===== src/hw/rtl/rbe_pkg.sv =====
// Shared types and constants for the rank bit-page encoder.
// No dependencies.
package rbe_pkg;

   localparam int MAX_PAGES_DEF = 32;
   localparam int QDEPTH        = 4;
   localparam int TOTAL_W       = 40;

   localparam logic [1:0] KIND_RANK  = 2'd0;
   localparam logic [1:0] KIND_DATA  = 2'd1;
   localparam logic [1:0] KIND_FLUSH = 2'd2;

   localparam logic [1:0] RK_FULL = 2'd0;
   localparam logic [1:0] RK_TAIL = 2'd1;
   localparam logic [1:0] RK_ERR  = 2'd2;

   typedef enum logic [1:0] {
      OP_DATA  = 2'd0,
      OP_ERR   = 2'd1,
      OP_FLUSH = 2'd2
   } op_type;

   typedef struct packed {
      op_type     op;
      logic [6:0] rank;
      logic [5:0] upto;
   } cmd_type;

   typedef struct packed {
      logic [TOTAL_W-1:0] total;
      logic [3:0]         vbits;
      logic [7:0]         pbyte;
      logic [5:0]         page;
      logic [1:0]         kind;
   } res_type;

endpackage


===== src/hw/rtl/rbe_front.sv =====
// Front end: accepts input transfers, keeps the rank table, classifies items.
// Depends on rbe_pkg.
module rbe_front #(
   parameter int MAX_PAGES = rbe_pkg::MAX_PAGES_DEF
) (
   input  logic             clock,
   input  logic             reset,
   input  logic [6:0]       page_count,
   input  logic             req_tvalid,
   output logic             req_tready,
   input  logic [15:0]      req_tdata,   // symbol[7:0], rank[14:8], present[15]
   input  logic [1:0]       req_tuser,   // kind
   input  logic             q_ready,
   output logic             q_push,
   output rbe_pkg::cmd_type q_cmd
);

   logic [6:0] rmem [256];
   logic [255:0] rvalid_ff;
   logic       f_valid_ff, f_valid_in;
   logic       f_flush_ff;
   logic [6:0] rank_ff;
   logic       rv_ff;
   logic       accept;
   logic [7:0] sym;
   logic [6:0] np, npm1;

   assign sym        = req_tdata[7:0];
   assign q_push     = f_valid_ff && q_ready;
   assign req_tready = !f_valid_ff || q_push;
   assign accept     = req_tvalid && req_tready;

   always_comb begin
      if (page_count == 7'd0) np = 7'd1;
      else if (page_count > 7'(MAX_PAGES)) np = 7'(MAX_PAGES);
      else np = page_count;
      npm1 = np - 7'd1;
   end

   always_comb begin
      q_cmd.rank = rank_ff;
      if (f_flush_ff) begin
         q_cmd.op   = rbe_pkg::OP_FLUSH;
         q_cmd.upto = npm1[5:0];
      end else if (rv_ff) begin
         q_cmd.op   = rbe_pkg::OP_DATA;
         q_cmd.upto = (rank_ff < npm1) ? rank_ff[5:0] : npm1[5:0];
      end else begin
         q_cmd.op   = rbe_pkg::OP_ERR;
         q_cmd.upto = 6'd0;
      end
   end

   always_comb begin
      if (accept)
         f_valid_in = (req_tuser == rbe_pkg::KIND_DATA) || (req_tuser == rbe_pkg::KIND_FLUSH);
      else if (q_push)
         f_valid_in = 1'b0;
      else
         f_valid_in = f_valid_ff;
   end

   always_ff @(posedge clock) begin
      if (reset) begin
         f_valid_ff <= 1'b0;
         rvalid_ff  <= '0;
      end else begin
         f_valid_ff <= f_valid_in;
         if (accept && req_tuser == rbe_pkg::KIND_RANK)
            rvalid_ff[sym] <= req_tdata[15];
      end
   end

   always_ff @(posedge clock) begin
      if (accept) begin
         f_flush_ff <= (req_tuser == rbe_pkg::KIND_FLUSH);
         if (req_tuser == rbe_pkg::KIND_DATA) begin
            rank_ff <= rmem[sym];
            rv_ff   <= rvalid_ff[sym];
         end
         if (req_tuser == rbe_pkg::KIND_RANK)
            rmem[sym] <= req_tdata[14:8];
      end
   end

endmodule


===== src/hw/rtl/rbe_cmd_fifo.sv =====
// Short command queue between front and back ends.
// Depends on rbe_pkg.
module rbe_cmd_fifo (
   input  logic             clock,
   input  logic             reset,
   input  logic             push,
   input  rbe_pkg::cmd_type push_cmd,
   output logic             not_full,
   input  logic             pop,
   output logic             not_empty,
   output rbe_pkg::cmd_type pop_cmd
);

   localparam int AW = $clog2(rbe_pkg::QDEPTH);

   rbe_pkg::cmd_type slot_ff [rbe_pkg::QDEPTH];
   logic [AW-1:0] wp_ff, rp_ff;
   logic [AW:0]   cnt_ff, cnt_in;

   assign not_full  = cnt_ff != (AW+1)'(rbe_pkg::QDEPTH);
   assign not_empty = cnt_ff != '0;
   assign pop_cmd   = slot_ff[rp_ff];

   always_comb begin
      cnt_in = cnt_ff;
      if (push && !pop) cnt_in = cnt_ff + 1'b1;
      else if (pop && !push) cnt_in = cnt_ff - 1'b1;
   end

   always_ff @(posedge clock) begin
      if (reset) begin
         wp_ff  <= '0;
         rp_ff  <= '0;
         cnt_ff <= '0;
      end else begin
         cnt_ff <= cnt_in;
         if (push) wp_ff <= wp_ff + 1'b1;
         if (pop)  rp_ff <= rp_ff + 1'b1;
      end
   end

   always_ff @(posedge clock) begin
      if (push) slot_ff[wp_ff] <= push_cmd;
   end

endmodule


===== src/hw/rtl/rbe_back.sv =====
// Back end: walks pages for each command, updates page memory, emits results.
// Depends on rbe_pkg.
module rbe_back #(
   parameter int MAX_PAGES = rbe_pkg::MAX_PAGES_DEF
) (
   input  logic             clock,
   input  logic             reset,
   input  logic             cmd_valid,
   input  rbe_pkg::cmd_type cmd,
   output logic             cmd_pop,
   output logic             rsp_tvalid,
   input  logic             rsp_tready,
   output logic [63:0]      rsp_tdata,   // page[5:0], packed_byte[13:6], valid_bits[17:14],
                                         // page_bit_total[57:18]
   output logic [1:0]       rsp_tuser,   // result_kind
   output logic             rsp_tlast
);

   localparam int PW = (MAX_PAGES > 1) ? $clog2(MAX_PAGES) : 1;
   localparam int TW = rbe_pkg::TOTAL_W;
   localparam int WW = TW + 11;

   logic [WW-1:0] pmem [MAX_PAGES];
   logic [MAX_PAGES-1:0] pvld_ff;

   logic              a_busy_ff;
   rbe_pkg::op_type   a_op_ff;
   logic [6:0]        a_rank_ff;
   logic [PW-1:0]     a_upto_ff, a_pg_ff;

   logic              b_valid_ff;
   rbe_pkg::op_type   b_op_ff;
   logic [6:0]        b_rank_ff;
   logic [PW-1:0]     b_page_ff;
   logic              b_last_ff;
   logic [WW-1:0]     rd_ff, byp_ff;
   logic              haz_ff;

   logic              pend_v_ff, pend_v_in, pend_fin_ff, pend_fin_in;
   rbe_pkg::res_type  pend_ff, pend_in;
   logic              rsp_v_ff, rsp_v_in, rsp_last_ff;
   rbe_pkg::res_type  rsp_ff;

   logic [WW-1:0]     word, wr_data;
   logic [7:0]        accum, acc_new;
   logic [2:0]        fill;
   logic [TW-1:0]     cnt;
   logic              full, b_res, out_free, move, b_fire, adv, wr_en;
   rbe_pkg::res_type  res;

   assign cmd_pop = cmd_valid && !a_busy_ff;

   always_comb begin
      word    = pvld_ff[b_page_ff] ? (haz_ff ? byp_ff : rd_ff) : '0;
      accum   = word[7:0];
      fill    = word[10:8];
      cnt     = word[WW-1:11];
      acc_new = accum | ((7'(b_page_ff) == b_rank_ff) ? (8'h80 >> fill) : 8'h00);
      full    = fill == 3'd7;
      wr_data = {cnt + TW'(1), full ? 3'd0 : fill + 3'd1, full ? 8'h00 : acc_new};
      res     = '0;
      unique case (b_op_ff)
         rbe_pkg::OP_DATA: begin
            res.kind  = rbe_pkg::RK_FULL;
            res.page  = 6'(b_page_ff);
            res.pbyte = acc_new;
            res.vbits = 4'd8;
         end
         rbe_pkg::OP_FLUSH: begin
            res.kind  = rbe_pkg::RK_TAIL;
            res.page  = 6'(b_page_ff);
            res.pbyte = accum;
            res.vbits = {1'b0, fill};
            res.total = cnt;
         end
         default: res.kind = rbe_pkg::RK_ERR;
      endcase
   end

   assign b_res    = b_valid_ff && (b_op_ff != rbe_pkg::OP_DATA || full);
   assign out_free = !rsp_v_ff || rsp_tready;
   assign move     = pend_v_ff && out_free && (pend_fin_ff || b_res);
   assign b_fire   = b_valid_ff && !(b_res && pend_v_ff && !move);
   assign adv      = !b_valid_ff || b_fire;
   assign wr_en    = b_fire && b_op_ff == rbe_pkg::OP_DATA;

   always_comb begin
      pend_v_in   = pend_v_ff;
      pend_fin_in = pend_fin_ff;
      pend_in     = pend_ff;
      if (b_fire && b_res) begin
         pend_v_in   = 1'b1;
         pend_fin_in = b_last_ff;
         pend_in     = res;
      end else if (move) begin
         pend_v_in = 1'b0;
      end else if (b_fire && b_last_ff) begin
         pend_fin_in = 1'b1;
      end
      if (move) rsp_v_in = 1'b1;
      else if (rsp_tready) rsp_v_in = 1'b0;
      else rsp_v_in = rsp_v_ff;
   end

   always_ff @(posedge clock) begin
      if (reset) begin
         a_busy_ff   <= 1'b0;
         b_valid_ff  <= 1'b0;
         pend_v_ff   <= 1'b0;
         pend_fin_ff <= 1'b0;
         rsp_v_ff    <= 1'b0;
         pvld_ff     <= '0;
      end else begin
         pend_v_ff   <= pend_v_in;
         pend_fin_ff <= pend_fin_in;
         rsp_v_ff    <= rsp_v_in;
         if (adv) b_valid_ff <= a_busy_ff;
         if (cmd_pop) a_busy_ff <= 1'b1;
         else if (adv && a_busy_ff && a_pg_ff == a_upto_ff) a_busy_ff <= 1'b0;
         if (wr_en) pvld_ff[b_page_ff] <= 1'b1;
         else if (b_fire && b_op_ff == rbe_pkg::OP_FLUSH && b_last_ff) pvld_ff <= '0;
      end
   end

   always_ff @(posedge clock) begin
      pend_ff <= pend_in;
      if (move) begin
         rsp_ff      <= pend_ff;
         rsp_last_ff <= pend_fin_ff;
      end
      if (cmd_pop) begin
         a_op_ff   <= cmd.op;
         a_rank_ff <= cmd.rank;
         a_upto_ff <= cmd.upto[PW-1:0];
         a_pg_ff   <= '0;
      end else if (adv && a_busy_ff) begin
         a_pg_ff <= a_pg_ff + 1'b1;
      end
      if (adv) begin
         b_op_ff   <= a_op_ff;
         b_rank_ff <= a_rank_ff;
         b_page_ff <= a_pg_ff;
         b_last_ff <= a_pg_ff == a_upto_ff;
         rd_ff     <= pmem[a_pg_ff];
         haz_ff    <= wr_en && b_page_ff == a_pg_ff;
         byp_ff    <= wr_data;
      end
      if (wr_en) pmem[b_page_ff] <= wr_data;
   end

   assign rsp_tvalid = rsp_v_ff;
   assign rsp_tuser  = rsp_ff.kind;
   assign rsp_tlast  = rsp_last_ff;
   assign rsp_tdata  = {6'd0, rsp_ff.total, rsp_ff.vbits, rsp_ff.pbyte, rsp_ff.page};

`ifndef SYNTHESIS
   a_err_single: assert property (@(posedge clock) disable iff (reset)
      b_valid_ff && b_op_ff == rbe_pkg::OP_ERR |-> b_last_ff)
      else $error("error command spans more than one page");
   a_pend_replace: assert property (@(posedge clock) disable iff (reset)
      move && !pend_fin_ff |-> b_valid_ff && b_res)
      else $error("non-final result left without replacement");
   a_b_hold: assert property (@(posedge clock) disable iff (reset)
      b_valid_ff && !b_fire |=> b_valid_ff && $stable(b_page_ff))
      else $error("stalled page step changed");
`endif

endmodule


===== src/hw/rtl/rank_bitpage_encoder_unit.sv =====
// Top level of the rank bit-page encoder: config register, front, queue, back.
// Depends on rbe_pkg, rbe_front, rbe_cmd_fifo, rbe_back.
// The back end walks one page memory step per cycle, unless the output stalls: a data
// byte of rank r visits pages 0 to min(r, pages-1), a flush visits every page, and
// a new command loads once the last one has issued its last page.
// Reset: synchronous; clears rank and page valid bits, page_count returns to 1.
module rank_bitpage_encoder_unit #(
   parameter int MAX_PAGES = rbe_pkg::MAX_PAGES_DEF
) (
   input  logic        clock,
   input  logic        reset,
   input  logic        req_tvalid,
   output logic        req_tready,
   input  logic [15:0] req_tdata,   // symbol[7:0], rank[14:8], present[15]
   input  logic [1:0]  req_tuser,   // kind
   output logic        rsp_tvalid,
   input  logic        rsp_tready,
   output logic [63:0] rsp_tdata,   // page[5:0], packed_byte[13:6], valid_bits[17:14],
                                    // page_bit_total[57:18]
   output logic [1:0]  rsp_tuser,   // result_kind
   output logic        rsp_tlast,
   input  logic        csr_psel,
   input  logic        csr_penable,
   input  logic        csr_pwrite,
   input  logic [0:0]  csr_paddr,
   input  logic [31:0] csr_pwdata,
   output logic [31:0] csr_prdata,
   output logic        csr_pready
);

   logic [6:0] page_count_ff;
   logic       q_push, q_ready, q_nempty, q_pop;
   rbe_pkg::cmd_type push_cmd, pop_cmd;

   assign csr_pready = 1'b1;
   assign csr_prdata = (csr_paddr == 1'b0) ? {25'd0, page_count_ff} : 32'd0;

   always_ff @(posedge clock) begin
      if (reset) page_count_ff <= 7'd1;
      else if (csr_psel && csr_penable && csr_pwrite && csr_paddr == 1'b0)
         page_count_ff <= csr_pwdata[6:0];
   end

   rbe_front #(.MAX_PAGES(MAX_PAGES)) u_front (
      .clock(clock), .reset(reset), .page_count(page_count_ff),
      .req_tvalid(req_tvalid), .req_tready(req_tready),
      .req_tdata(req_tdata), .req_tuser(req_tuser),
      .q_ready(q_ready), .q_push(q_push), .q_cmd(push_cmd)
   );

   rbe_cmd_fifo u_fifo (
      .clock(clock), .reset(reset), .push(q_push), .push_cmd(push_cmd),
      .not_full(q_ready), .pop(q_pop), .not_empty(q_nempty), .pop_cmd(pop_cmd)
   );

   rbe_back #(.MAX_PAGES(MAX_PAGES)) u_back (
      .clock(clock), .reset(reset), .cmd_valid(q_nempty), .cmd(pop_cmd),
      .cmd_pop(q_pop), .rsp_tvalid(rsp_tvalid), .rsp_tready(rsp_tready),
      .rsp_tdata(rsp_tdata), .rsp_tuser(rsp_tuser), .rsp_tlast(rsp_tlast)
   );

endmodule

===== config.mk =====
export PLATFORM = sky130hd
export DESIGN_NAME = rank_bitpage_encoder_unit
export DESIGN_NICKNAME = d
export VERILOG_FILES = /design/src/hw/rtl/rbe_pkg.sv /design/src/hw/rtl/rbe_front.sv /design/src/hw/rtl/rbe_cmd_fifo.sv /design/src/hw/rtl/rbe_back.sv /design/src/hw/rtl/rank_bitpage_encoder_unit.sv
export SDC_FILE = /design/constraint.sdc
export NUM_CORES = 2
export LEC_CHECK = 0
export BUFFER_PORTS_ARGS = -buffer_cell sky130_fd_sc_hd__buf_4
export CAP_MARGIN = 20
export CORE_ASPECT_RATIO = 0.75
export CORE_MARGIN = 3
export CORE_UTILIZATION = 33
export DETAILED_ROUTE_END_ITERATION = 8
export GPL_TIMING_DRIVEN = 0
export PLACE_DENSITY_LB_ADDON = 0.3
export SYNTH_ARGS = -nofsm -noshare
export SYNTH_HDL_FRONTEND = slang
export SYNTH_HIERARCHICAL = 1
export SYNTH_SLANG_ARGS = --single-unit

===== constraint.sdc =====
create_clock -name clock -period 6.9 [get_ports clock]
set_input_delay 1.38 -clock clock [delete_from_list [all_inputs] [get_ports clock]]
set_output_delay 1.38 -clock clock [all_outputs]
set_load 0.02 [all_outputs]

-- Word level (Yosys, flattened, before mapping)
Memory sizes are Yosys's and may differ from the RTL's. A register that Yosys moved wholly into a read port is not among the register bits.
Index checks and enable logic that the tools add are counted.
- ROM bits: 0
- latch bits: 0
- input port bits: 58
- RAM bits: 3484
- output and inout bits: 102
- register bits after elaboration: 503
- memories: 3
- multipliers: 0
- $lt $le $gt $ge: 6
- divide/modulo/power cells: 0
- shift-type cells: 1
- equal/unequal tests: 9
- bitwise logic cells: 3
- muxes and demuxes: 46
- add/sub/neg operators: 8
- reductions and logical operators: 53
- memory list (memory ; words ; bits a word ; rd ports ; clocked after Yosys merged registers in ; write ports ; line ; source):
    u_front.rmem ; 256 ; 7 ; 1 ; 1 ; 1 ; rbe_front.sv:18 ; logic [6:0] rmem [256];
    u_back.pmem ; 32 ; 51 ; 1 ; 1 ; 1 ; rbe_back.sv:23 ; logic [WW-1:0] pmem [MAX_PAGES];
    u_fifo.slot_ff ; 4 ; 15 ; 1 ; 1 ; 1 ; rbe_cmd_fifo.sv:16 ; rbe_pkg::cmd_type slot_ff [rbe_pkg::QDEPTH];
- operators by type and width (cell ; count):
    $bwmux 256 ; 1
    $mux 51 ; 2
    $mux 32 ; 2
    $add 40x1->40 const B ; 1
    $pmux 18 s2 ; 1
    $or 32x32->32 ; 1
    $logic_and 1x1->1 ; 25
    $mux 1 ; 23
    $mux 7 ; 3
    $mux 6 ; 3
    $mux 8 ; 2
    $reduce_bool 2->1 ; 8
    $eq 5x5->1 ; 2
    $lt 8x9->1 const B ; 1
    $mux 3 ; 3
    $bmux 1 s8 ; 1
    $demux 1 s8 ; 1
    $ge 8x1->1 const B ; 1
    $logic_not 1->1 ; 8
    $or 8x8->8 ; 1
    $shr 8x3->8 const A ; 1
    $eq 5x7->1 ; 1
    $gt 7x6->1 const B ; 1
    $logic_not 7->1 ; 1
    22 further kinds ; 32

-- Depth between registers and ports, before layout
- depth in word-level cells: 17
- gate-level depth with buffers: 17
- gate-level depth less buffers: 13

-- Cells and area by module
Netlist, hierarchy kept.
- by module, submodules not included (module ; sequential area each (sq um) ; instances ; cells an instance ; area each (sq um)):
    rbe_front ; 59226.8 ; 1 ; 4228 ; 81176.6
    rbe_back ; 57385.0 ; 1 ; 3185 ; 73867.1
    rbe_cmd_fifo ; 1981.9 ; 1 ; 123 ; 2625.0
    rank_bitpage_encoder_unit ; 140.1 ; 1 ; 66 ; 581.8

-- Worst setup path before layout
OpenSTA, ideal clock, no wires.
- path type: register to register
- start: register u_back.b_page_ff[4]
- end: register u_back.pvld_ff[10]
- setup time: 70 ps
- arrival: 7443 ps
- path slack: -613 ps
- cell stages (with the launch flop): 17
- clock period less this slack: 7513 ps
- data required time: 6830 ps
- cells stage by stage: edfxtp_1 clkbuf_1 or3_1 buf_2 o221a_2 o21ai_4 nor3_4 buf_2 nor2_1 ha_1 ha_1 clkbuf_1 o31a_1 nand3_1 a41oi_1 clkbuf_1 o21a_1
- word-level cells in the longest chain between the ends: 15
- elaborated cells on any way between the ends: 24
- classes of those cells: order compare: 2; eq/ne: 1; mux: 6; bitwise: 1; reduce/logical: 14
- RTL lines (element ; line ; source):
    from (decl) ; rbe_back.sv:34 ; logic [PW-1:0] b_page_ff;
    from (signal assigned) ; rbe_back.sv:142 ; b_page_ff <= a_pg_ff;
    $bmux 1 s5 ; rbe_back.sv:54 ; word = pvld_ff[b_page_ff] ? (haz_ff ? byp_ff : rd_ff) : '0;
    $mux 1 (not written as such) ; rbe_back.sv:54 ;
    $mux 51 ; rbe_back.sv:54 ;
    $eq 3x3->1 ; rbe_back.sv:59 ; full = fill == 3'd7;
    $logic_or 1x1->1 ; rbe_back.sv:80 ; assign b_res = b_valid_ff && (b_op_ff != rbe_pkg::OP_DATA || full);
    $logic_and 1x1->1 ; rbe_back.sv:80 ;
    $logic_or 1x1->1 ; rbe_back.sv:82 ; assign move = pend_v_ff && out_free && (pend_fin_ff || b_res);
    $logic_and 1x1->1 ; rbe_back.sv:82 ;
    $logic_not 1->1 ; rbe_back.sv:83 ; assign b_fire = b_valid_ff && !(b_res && pend_v_ff && !move);
    $logic_and 1x1->1 ; rbe_back.sv:83 ;
    $logic_not 1->1 ; rbe_back.sv:83 ;
    $logic_and 1x1->1 ; rbe_back.sv:83 ;
    $logic_and 1x1->1 (2 in series) ; rbe_back.sv:121 ; else if (b_fire && b_op_ff == rbe_pkg::OP_FLUSH && b_last_ff) pvld_ff <= '0;
    $reduce_bool 2->1 (no line) ; n/a ;
    to (signal assigned) ; rbe_back.sv:112 ; pvld_ff <= '0;
    to (signal, indexed assignment) ; rbe_back.sv:120 ; if (wr_en) pvld_ff[b_page_ff] <= 1'b1;
    to (signal assigned) ; rbe_back.sv:121 ;
    to (decl) ; rbe_back.sv:24 ; logic [MAX_PAGES-1:0] pvld_ff;
Parallel ways exist; a longest one is shown, timed or not. The select of a mux whose other input is x is not followed.
A chain may end at the register's enable or synchronous reset.

-- Worst setup path after layout
- start: register u_back.b_page_ff[1]
- end: memory u_back/pmem[28][1] (netlist name) (enable)
- word-level cells in the longest chain between the ends: 15
- elaborated cells on any way between the ends: 16
- classes of those cells: eq/ne: 1; mux: 5; reduce/logical: 10
- RTL lines (element ; line ; source):
    $bmux 1 s5 ; rbe_back.sv:54 ;
    $mux 1 (not written as such) ; rbe_back.sv:54 ;
    $mux 51 ; rbe_back.sv:54 ;
    $eq 3x3->1 ; rbe_back.sv:59 ;
    $logic_or 1x1->1 ; rbe_back.sv:80 ;
    $logic_and 1x1->1 ; rbe_back.sv:80 ;
    $logic_or 1x1->1 ; rbe_back.sv:82 ;
    $logic_and 1x1->1 ; rbe_back.sv:82 ;
    $logic_not 1->1 ; rbe_back.sv:83 ;
    $logic_and 1x1->1 ; rbe_back.sv:83 ;
    $logic_not 1->1 ; rbe_back.sv:83 ;
    $logic_and 1x1->1 ; rbe_back.sv:83 ;
    $logic_and 1x1->1 ; rbe_back.sv:85 ; assign wr_en = b_fire && b_op_ff == rbe_pkg::OP_DATA;
    $mux 1 ; rbe_back.sv:148 ; if (wr_en) pmem[b_page_ff] <= wr_data;
    $mux 1 (not written as such) ; rbe_back.sv:148 ;
    to (decl) ; rbe_back.sv:23 ;
Parallel ways exist; a longest one is shown, timed or not. The select of a mux whose other input is x is not followed.

==> results.txt <==
- The run finished, with violations left.
- Failing checks: max-slew violations, negative setup slack
- The worst setup path is launched from a flip-flop.
* Final critical-path share of the clock period: 101%
- From bottom edge to top edge, the die measures 605 um.
- After the first detailed-routing iteration, the DRC count stood at 14442.
- Along the worst path, the maximum fanout reaches 16.
* Synth warn: 6
- Core footprint: 476000 um^2
- The signal on the critical path passes through buf_1 -> mux4_2 -> a32oi_1 -> o21ai_4 -> nor3_4 -> buf_2 -> nor2_1 -> ha_1 -> ha_1 -> clkbuf_1 -> nand4b_1 -> and3_1 -> clkbuf_1 -> nand3_2 -> nor2_4 -> buf_12 -> buf_16.
* Worst-skew pair later-pin latency: 1.04 ns
* Inserted Clock Buffers: 402
* Post-layout util: 39.0%
- Together, buffers and inverters on the worst path number 6.
- Average via count per standard cell: 5.78
* Data required time at the worst endpoint: 7.55 ns
* Worst Skew: 0.132 ns
- Clock H-tree levels: 5
- First-pass detailed-route iteration total: 6
- In this run the critical register-to-register path is launched from u_back/b_page_ff[1].
* Synth Instances: 7595
- Clk slew on worst S/H paths: 0.07 ns
* Worst setup path startpoint: u_back/b_page_ff[1]
* Family of cells with the greatest summed delay on the critical path: buffers and inverters
- Hold Startpoint: u_back/pend_ff[14]
- Layout cells sized above 1: 28.9%
* Fmax: 143 MHz
* Setup violations, final: 153
- Layout net count: 8518
- For this run, the number of standard cells in the final layout without fillers is 15107.
* Max-slew violations: 1
- The hold violation count in the final report is 0.
- Once the floorplan was initialized, standard cells occupied 33.2% of the core.
- Global routing finished with a remaining overflow of 0.
- At the worst endpoint, the arrival time is 7.64 ns.
* Io pins: 160
- CTS tree: done
- Across all setup checks in the final design, the least slack found is -0.0949 ns.
- Input and output buffers added on the ports amount to 96.
- Leakage power figure: 57.4 nW
* Nature of the critical path endpoint: flip-flop
* Hold Crit Class: reg2reg
- Number of instances in the placed design: 14231
- Entering global routing, the biggest net connects 161 pins.
- Once detail routing completed, the nets flagged for antenna violations numbered 0.
- Gp weighted congestion: 0.965
* Filler Cells Inserted: 42094
- Hold timing on the final database bottoms out at a slack of 0.331 ns.
- Mean instance size in the synthesized netlist: 20.8 um^2
- Once detailed placement completed, the half-perimeter wirelength came to 369000 um.
- Post-route cell area: 186000 um^2
- Rel. slew slack: -1.72%
- After detailed routing, the number of remaining DRC violations is 0.
- VDD sags by at most 0.000246 V.
- The final route contains 87278 vias.
* Clock period minus final worst setup slack: 6.99 ns
- Pwr Density: 345 nW/um^2
- Clock tree synthesis found a total of 4055 sinks.
* Global-route wire length before repair: 721000 um
- Number of global-route vias before repair: 83168
- Total die area: 488000 um^2
- Total power consumption of the routed design: 0.0640 W
* Maximum single-stage delay on the critical path: 0.72 ns
- Mapped cell area: 158000 um^2
- The final layout contains routed wiring with a total length of 539000 um.
- Row generation in the floorplan step produced 219 rows.
* Clk root buf: clkbuf_16
- Synthesis-to-finish area growth: 17.4%
- Antenna violations before repair: 55
- Die Width: 805 um
* Drt wl/cell: 35.7 um
- Cell type of the slowest stage on the worst timing path: buf_1
- Area post-placement: 171000 um^2
* Overall routing resource usage: 21.5%
- The setup path with the least slack is of type reg2reg.
- Across the run, the number of max-cap violations was 0.
* Worst slew pin tran: 1.53 ns
- Longest Clk Path Bufs: 4
-- layout make-up --
type	count	area, um^2	share of cell area [%]
Antenna cell	35	87.6	0.0472
Buffer	495	2570	1.38
Clock buffer	504	10600	5.71
Clock inverter	235	2350	1.26
Inverter	25	93.8	0.0505
Multi-Input combinational cell	3050	37500	20.2
Sequential cell	4055	119000	63.9
Tap cell	6298	7880	4.24
Timing Repair Buffer	410	5970	3.21
-- flip-flops by register name, summed over array words and instances (netlist names), 7 cells and up, named ones only --
| signal | flops |
|---|---|
| u_back/rsp_tdata | 57 |
| u_front/rank_ff | 7 |
| u_front/rmem | 1792 |
| u_back/rd_ff | 51 |
| u_fifo/slot_ff | 56 |
| u_back/byp_ff | 51 |
| u_front/rvalid_ff | 256 |
| u_back/a_rank_ff | 7 |
| u_back/pmem | 1632 |
| page_count_ff | 7 |
| u_back/pvld_ff | 32 |
| u_back/pend_ff | 59 |
| u_back/b_rank_ff | 7 |
-- placed cells by master (no fill, tap or decap), types with 33 or more instances in the layout --
cell type,n
buf_2,141
o21a_1,39
o21ai_0,132
clkinv_1,85
buf_12,104
clkbuf_1,277
nand3_1,69
mux2_2,64
clkbuf_2,49
clkbuf_16,408
buf_4,212
nor2_4,33
mux4_2,1105
a21oi_1,139
buf_6,63
conb_1,33
mux2i_1,293
nand2_1,183
edfxtp_1,3740
dfxtp_1,315
diode_2,35
buf_16,46
clkinv_2,56
nor2_1,482
buf_8,72
-- worst paths after layout --
check        slack, ns  cells past startpoint                   end
max              -0.09                     17    u_back/pmem[28][1]
min               0.33                      0  u_back/rsp_tdata[12]
max reg2reg      -0.09                     17    u_back/pmem[28][1]
min reg2reg       0.33                      0  u_back/rsp_tdata[12]
-- worst register-to-register path, cell delays in order (launching register included) --
cell,delay (ns)
edfxtp_1,0.45
buf_1,0.72
mux4_2,0.45
a32oi_1,0.43
o21ai_4,0.24
nor3_4,0.51
buf_2,0.53
nor2_1,0.17
ha_1,0.24
ha_1,0.20
clkbuf_1,0.38
nand4b_1,0.23
and3_1,0.17
clkbuf_1,0.35
nand3_2,0.48
nor2_4,0.61
buf_12,0.27
buf_16,0.20
-- metrics by stage --
stage | TNS, ns | setup slack (ns)
4_1_cts | 0 | 0.00336
5_1_grt | -2.46 | -0.0689
6_report | -6.85 | -0.0949
3_3_place_gp | -7060.04 | -4.24
3_5_place_dp | -12.82 | -0.271
2_1_floorplan | 0 | 0.736
-- metal layers --
layer	part of all wire [%]	up-vias	GRT usage [%]	wire [um]
li1	-	33028	-	-
met1	41	46963	31.1	220000
met2	41	6207	29.5	221000
met3	14	1068	8.10	75100
met4	4.2	12	7.71	22900
met5	0.018	-	0	98
-- where the power goes --
| part | internal, W | switching [W] |
|---|---|---|
| registers | 0.0300 | 0.000338 |
| logic | 0.00433 | 0.00771 |
| clock network | 0.0120 | 0.00965 |
-- repair_timing --
action / 4_1_cts / 5_1_grt
hold buffers: 0 / 0
buffers inserted: 36 / 26
setup endpoints to repair: 229 / 525
gates resized for setup: 0 / 3
cloned: 0 / 0
pin swaps: 14 / 11
Note: power is estimated with default switching activity, not from simulation.
